## src/rtl/core/tksel_pkg.sv

```systemverilog
// ----------------------------------------------------------------------------
// tksel_pkg
// Shared types and constants for the top-k score selector: the entry held
// by each cell of the chain and the control word broadcast to all cells.
// ----------------------------------------------------------------------------
package tksel_pkg;

    // number of ranks kept, one cell per rank
    localparam int RANK_SLOTS = 10;

    // field widths fixed by the interface
    localparam int VERTEX_W = 32;
    localparam int SCORE_W  = 32;
    localparam int PLACE_W  = 4;

    // one kept entry
    typedef struct packed {
        logic                valid;
        logic [SCORE_W-1:0]  score;
        logic [VERTEX_W-1:0] vertex;
    } entry_t;

    // control broadcast to every cell
    typedef struct packed {
        logic insert;   // a new beat is placed into the sorted chain
        logic shift;    // chain moves one place toward rank 0
    } cell_ctrl_t;

endpackage

```

## src/rtl/core/tksel_cell.sv

```systemverilog
// ----------------------------------------------------------------------------
// tksel_cell
// One rank of the sorted chain. Compares the incoming beat against its own
// entry, and either keeps its entry, takes the new beat, takes the entry of
// the rank above, or takes the entry of the rank below while draining.
// ----------------------------------------------------------------------------
module tksel_cell
(
    input  logic                 clk,
    input  logic                 rst_n,
    input  tksel_pkg::cell_ctrl_t ctrl,
    input  tksel_pkg::entry_t    new_entry,
    input  tksel_pkg::entry_t    prev_entry,
    input  logic                 prev_ahead,
    input  tksel_pkg::entry_t    next_entry,
    output tksel_pkg::entry_t    cur_entry,
    output logic                 ahead
);
    import tksel_pkg::*;

    logic                valid_reg;
    logic                valid_next;
    logic [SCORE_W-1:0]  score_reg;
    logic [SCORE_W-1:0]  score_next;
    logic [VERTEX_W-1:0] vertex_reg;
    logic [VERTEX_W-1:0] vertex_next;
    entry_t              pick;

    // new beat ranks strictly ahead of this entry, or the slot is empty
    assign ahead = !valid_reg
                || (new_entry.score > score_reg)
                || ((new_entry.score == score_reg) && (new_entry.vertex < vertex_reg));

    assign cur_entry = '{valid: valid_reg, score: score_reg, vertex: vertex_reg};

    // choose what this rank holds next
    always_comb
    begin
        pick = cur_entry;
        if (ctrl.shift)
        begin
            pick = next_entry;
        end
        else if (ctrl.insert && ahead)
        begin
            if (prev_ahead)
            begin
                pick = prev_entry;
            end
            else
            begin
                pick = new_entry;
            end
        end
        valid_next  = pick.valid;
        score_next  = pick.score;
        vertex_next = pick.vertex;
    end

    // occupancy flag
    always_ff @(posedge clk or negedge rst_n)
    begin
        if (!rst_n)
        begin
            valid_reg <= 1'b0;
        end
        else
        begin
            valid_reg <= valid_next;
        end
    end

    // entry payload
    always_ff @(posedge clk)
    begin
        score_reg  <= score_next;
        vertex_reg <= vertex_next;
    end

endmodule

```

## src/rtl/core/top_k_score_select.sv

```systemverilog
// Output: the final beat is inserted at acceptance; the sequencer then enters
//   ST_DRAIN and loads rank 0 into the output registers, then one rank per cycle while out_ready stays high.
// Throughput: one input beat per cycle while filling, set by the single
//   compare-and-shift step of the cell chain; input stalls during the drain
//   of up to RANK_SLOTS ranks after a final beat.
// Reset: all cells empty, no result pending, ready to accept input.
// ----------------------------------------------------------------------------
// top_k_score_select
// Streaming top-k selector built as a chain of compare-and-shift cells.
// Keeps the best RANK_SLOTS (vertex, score) pairs and emits them in rank
// order when a beat marked final arrives.
// ----------------------------------------------------------------------------
module top_k_score_select
(
    input  logic                           clk,
    input  logic                           rst_n,
    input  logic                           in_valid,
    output logic                           in_ready,
    input  logic [tksel_pkg::VERTEX_W-1:0] vertex_number,
    input  logic [tksel_pkg::SCORE_W-1:0]  rank_score,
    input  logic                           final_item,
    output logic                           out_valid,
    input  logic                           out_ready,
    output logic [tksel_pkg::PLACE_W-1:0]  place,
    output logic [tksel_pkg::VERTEX_W-1:0] best_vertex,
    output logic [tksel_pkg::SCORE_W-1:0]  best_score,
    output logic                           run_end
);
    import tksel_pkg::*;

    typedef enum logic [0:0] {
        ST_FILL,
        ST_DRAIN
    } state_t;

    state_t              state_reg;
    state_t              state_next;
    logic [PLACE_W-1:0]  cnt_reg;
    logic [PLACE_W-1:0]  cnt_next;
    logic                out_valid_reg;
    logic                out_valid_next;
    logic [PLACE_W-1:0]  place_reg;
    logic [PLACE_W-1:0]  place_next;
    logic [VERTEX_W-1:0] vertex_reg;
    logic [VERTEX_W-1:0] vertex_next;
    logic [SCORE_W-1:0]  score_reg;
    logic [SCORE_W-1:0]  score_next;
    logic                run_end_reg;
    logic                run_end_next;

    cell_ctrl_t          ctrl;
    entry_t              new_entry;
    entry_t              links [RANK_SLOTS+1];
    logic                aheads [RANK_SLOTS];
    logic                last_rank;

    // handshake and chain control
    assign in_ready    = (state_reg == ST_FILL);
    assign ctrl.insert = in_valid && in_ready;
    assign ctrl.shift  = (state_reg == ST_DRAIN) && links[0].valid
                      && (!out_valid_reg || out_ready);
    assign new_entry   = '{valid: 1'b1, score: rank_score, vertex: vertex_number};

    // empty entry feeds the tail while draining
    assign links[RANK_SLOTS] = '{valid: 1'b0, score: '0, vertex: '0};

    // rank 0 leaves with nothing behind it
    assign last_rank = !links[1].valid;

    // the cell chain
    genvar gi;
    generate
        for (gi = 0; gi < RANK_SLOTS; gi++)
        begin : g_cell
            if (gi == 0)
            begin : g_head
                tksel_cell u_cell
                (
                    .clk        (clk),
                    .rst_n      (rst_n),
                    .ctrl       (ctrl),
                    .new_entry  (new_entry),
                    .prev_entry (new_entry),
                    .prev_ahead (1'b0),
                    .next_entry (links[gi+1]),
                    .cur_entry  (links[gi]),
                    .ahead      (aheads[gi])
                );
            end
            else
            begin : g_body
                tksel_cell u_cell
                (
                    .clk        (clk),
                    .rst_n      (rst_n),
                    .ctrl       (ctrl),
                    .new_entry  (new_entry),
                    .prev_entry (links[gi-1]),
                    .prev_ahead (aheads[gi-1]),
                    .next_entry (links[gi+1]),
                    .cur_entry  (links[gi]),
                    .ahead      (aheads[gi])
                );
            end
        end
    endgenerate

    // sequencer next state and output register load
    always_comb
    begin
        state_next     = state_reg;
        cnt_next       = cnt_reg;
        out_valid_next = out_valid_reg;
        place_next     = place_reg;
        vertex_next    = vertex_reg;
        score_next     = score_reg;
        run_end_next   = run_end_reg;

        if (out_valid_reg && out_ready)
        begin
            out_valid_next = 1'b0;
        end

        case (state_reg)
            ST_FILL:
            begin
                if (ctrl.insert && final_item)
                begin
                    state_next = ST_DRAIN;
                end
            end
            ST_DRAIN:
            begin
                if (ctrl.shift)
                begin
                    out_valid_next = 1'b1;
                    place_next     = cnt_reg;
                    vertex_next    = links[0].vertex;
                    score_next     = links[0].score;
                    run_end_next   = last_rank;
                    if (last_rank)
                    begin
                        cnt_next   = '0;
                        state_next = ST_FILL;
                    end
                    else
                    begin
                        cnt_next = cnt_reg + PLACE_W'(1);
                    end
                end
                else if (!links[0].valid)
                begin
                    cnt_next   = '0;
                    state_next = ST_FILL;
                end
            end
            default:
            begin
                state_next = ST_FILL;
            end
        endcase
    end

    // state and registered outputs
    always_ff @(posedge clk or negedge rst_n)
    begin
        if (!rst_n)
        begin
            state_reg     <= ST_FILL;
            cnt_reg       <= '0;
            out_valid_reg <= 1'b0;
            place_reg     <= '0;
            vertex_reg    <= '0;
            score_reg     <= '0;
            run_end_reg   <= 1'b0;
        end
        else
        begin
            state_reg     <= state_next;
            cnt_reg       <= cnt_next;
            out_valid_reg <= out_valid_next;
            place_reg     <= place_next;
            vertex_reg    <= vertex_next;
            score_reg     <= score_next;
            run_end_reg   <= run_end_next;
        end
    end

    assign out_valid   = out_valid_reg;
    assign place       = place_reg;
    assign best_vertex = vertex_reg;
    assign best_score  = score_reg;
    assign run_end     = run_end_reg;

endmodule

```

## config.mk

```make
export PLATFORM = sky130hd
export DESIGN_NAME = top_k_score_select
export DESIGN_NICKNAME = d
export VERILOG_FILES = /design/src/rtl/core/tksel_pkg.sv /design/src/rtl/core/tksel_cell.sv /design/src/rtl/core/top_k_score_select.sv
export SDC_FILE = /design/constraint.sdc
export NUM_CORES = 2
export LEC_CHECK = 0
export CORE_ASPECT_RATIO = 1.1
export CORE_UTILIZATION = 38
export CTS_CLUSTER_SIZE = 30
export DETAILED_ROUTE_END_ITERATION = 16
export DONT_BUFFER_PORTS = 1
export GPL_ROUTABILITY_DRIVEN = 0
export PLACE_DENSITY = 0.57
export SYNTH_ARGS = -nofsm -noshare
export SYNTH_HDL_FRONTEND = slang
export SYNTH_SLANG_ARGS = --single-unit
```

## constraint.sdc

```tcl
create_clock -name clk -period 8.3 [get_ports clk]
set_clock_uncertainty 0.1 [all_clocks]
set_input_delay 0.415 -clock clk [delete_from_list [all_inputs] [get_ports clk]]
set_output_delay 0.415 -clock clk [all_outputs]
set_load 0.005 [all_outputs]
```

==> metrics.cfg <==
[outcome]
status = complete, no violations

[routing]
postRouteWirelength_um = 182000
vias = 41803
final_antenna_net_count = 0
dr.pass1.iters = 6
drt_iter0_drc = 4094
wl_per_cell_um = 25.8
route.detailed.drc = 0
via_per_inst = 5.93

[logic_synthesis]
synth_top_area_cell = edfxtp_1
synth-seq-area-share = 0.410
synth_flop_cell = edfxtp_1
synth_seq_cells = 725
syn_area_um2 = 50500
synth_xor_area_frac = 0.000347
ys_types = 66
syn_inst = 5344
synth_top_family_by_area = compound AO/OA/AOI/OAI gates
synthMuxAreaShare = 0.0765
synth_adder_area_share = 0.156
synth_nets = 6044
yosys_warnings = 0
synth_compound_area_frac = 0.192
synth.avg_cell_area_um2 = 9.45
synth_edf_count = 576
synth_top_area_share = 0.342
ys_top_cells_by_area = edfxtp_1, ha_1, mux2i_1
synthArstFlopShare = 0.117
synth_simple_gate_area_frac = 0.0859

[timing]
hold_viol_final = 0
setup-tns-final_ps = 0
min_period_ps = 5460
tightest_slew_ps = 1200
setup_violations = 0
post-route-period-util = 0.657
drv_slew = 0
max_slew_margin = 0.198
fmax_mhz = 183
rsz0062_at_grt = no

[setup_path]
r2r_slack_ps = 2840
startpoint_type = register
rr_endpoint = g_cell[3].g_body.u_cell.vertex_reg[0]
cp-endpoint = g_cell[3].g_body.u_cell.vertex_reg[0]
path_class = reg -> reg
cp-startpoint = g_cell[3].g_body.u_cell.score_reg[14]
reg2reg_depth = 9
arrival_ps = 5670
reg2reg_from = g_cell[3].g_body.u_cell.score_reg[14]
cp_data_required_time_ps = 8510
path_max_fanout = 40
endpoint_kind = register

[clock_tree]
clkSinkCount = 725
numCtsBuffers = 88
cts-root-buf = clkbuf_16
worstSkewPairLatency_ps = 720
post-cts-setup-buffer-count = 0
cts.clk_slew.worst_paths_ps = 60
cts_tree = done
ctsHoldBuffers = 70
cts_buffer_depth = 3
htree_num_levels = 3
cts-resized-gates = 0

[grt]
grt_max_degree = 224
first_global_vias = 41075
grt_first_pass_wirelength_um = 270000
track_usage = 0.267
antenna_found_initial = 10
grt_overflow = 0

[final_layout]
fillers = 12816
final_cell_mix = inv_1, ha_1, edfxtp_1
fin_area_um2 = 55500
drive_gt1_frac = 0.0422
area_growth_pct = 9.88
finalNetCount = 5910
final_common_cell = inv_1

[power_and_ir_drop]
leakagePower_nw = 24.1
power_density_nw_per_um2 = 466
peakVddDrop_mv = 0.398

[floorplanning]
num_rows = 139
initial_core_util = 0.385
die-area_um2 = 134000
die_h_um = 384
ios = 140
die_x_um = 350
core_area_um2 = 131000

[placed_design]
dpl-instance-area_um2 = 51900
dp_hpwl_um = 117000
port_buffers = 0

[min_path]
min_path_type = in -> reg

[flow_run]
drv_cap = 0

==> cell usage after synthesis (10+ instances only) <==
cell type  count
inv_1        647
ha_1         631
edfxtp_1     576
nand2_1      543
o21ai_0      503
mux2i_1      386
a21oi_1      368
clkbuf_1     234
o21ai_1      164
a31oi_1      135
nor2_1       132
a22oi_1      127
nand4_1      115
dfrtp_1       85
buf_2         77
o211ai_1      77
a21o_1        75
o221ai_1      66
dfxtp_1       64
nand3_1       57
nor3_1        29
a211oi_1      22
nor2b_1       22
buf_4         18
and4_1        17
o21a_1        17
nand2b_1      16
nor4_1        14
a2111oi_0     12
buf_1         11
buf_6         11
o31ai_1       11
a221oi_1      10
==> per-stage QoR <==
stage | cells | power (mW) | hold WS, ps | utilization | worst slack, ps
final | 7050 | 25.9 | 79.6 | 0.423 | 2840
after global routing | 7049 | 27.6 | 108 | 0.423 | 2750
after CTS | 7046 | 25.8 | 28.9 | 0.423 | 2940
after detailed placement | 6812 | 21.6 | 21.7 | 0.395 | 3000
after global placement | 6811 | 21.2 | 22.2 | 0.395 | 2730
after floorplan | 5344 | 17.3 | 19.4 | - | 545
==> logic make-up after synthesis <==
| logic type | count (synthesis) |
|---|---|
| AOI/OAI and AO/OA | 1633 |
| buffers and inverters | 998 |
| and+or+nand+nor | 969 |
| DFF | 725 |
| adders and majority gates | 631 |
| muxes | 386 |
| xor gates and xnor gates | 2 |
==> worst min-delay path by stage <==
| stage | from | to | cells after the start |
|---|---|---|---|
| final | in_valid | g_cell[2].g_body.u_cell.valid_reg | 3 |
| after global routing | in_valid | g_cell[2].g_body.u_cell.valid_reg | 3 |
| after CTS | in_valid | g_cell[2].g_body.u_cell.valid_reg | 3 |
| after detailed placement | rst_n | best_score[16] | 0 |
| after global placement | rst_n | best_score[19] | 0 |
| after floorplan | rst_n | best_score[0] | 0 |
==> routing by layer <==
layer  vias up  part of all wire  track usage  wire, um
li1      19265                 -            -         -
met1     20552              0.42        0.344     76100
met2      1606              0.47        0.438     84600
met3       366             0.075       0.0523     13500
met4        14             0.040        0.105      7290
met5         -           0.00052            0        94
==> power breakdown <==
| group | switching, mW | internal, mW |
|---|---|---|
| registers | 1.49 | 7.15 |
| clock network | 1.70 | 2.34 |
| logic | 8.66 | 4.51 |
| total | 11.8 | 14.0 |
==> worst max-delay path, stage by stage (launching register included) <==
cell and delay, ps:
edfxtp_1 340, inv_1 80, ha_1 330, nand4_1 330
nor4_1 1000, nand4_1 270, a221oi_1 720, a21oi_4 70
o21ai_4 970, buf_4 820
==> cell type report <==
| cell class | count | area, um2 | share of cell area |
|---|---|---|---|
| clock buffer | 123 | 2490 | 0.0448 |
| multi-input combinational | 3621 | 26000 | 0.469 |
| timing repair buffer | 127 | 1190 | 0.0215 |
| inverter | 647 | 2430 | 0.0438 |
| sequential | 725 | 20700 | 0.373 |
| clock inverter | 41 | 427 | 0.00769 |
| antenna | 4 | 10.0 | 0.000180 |
| tap | 1762 | 2200 | 0.0397 |
Power figures use the tool's default switching activity.
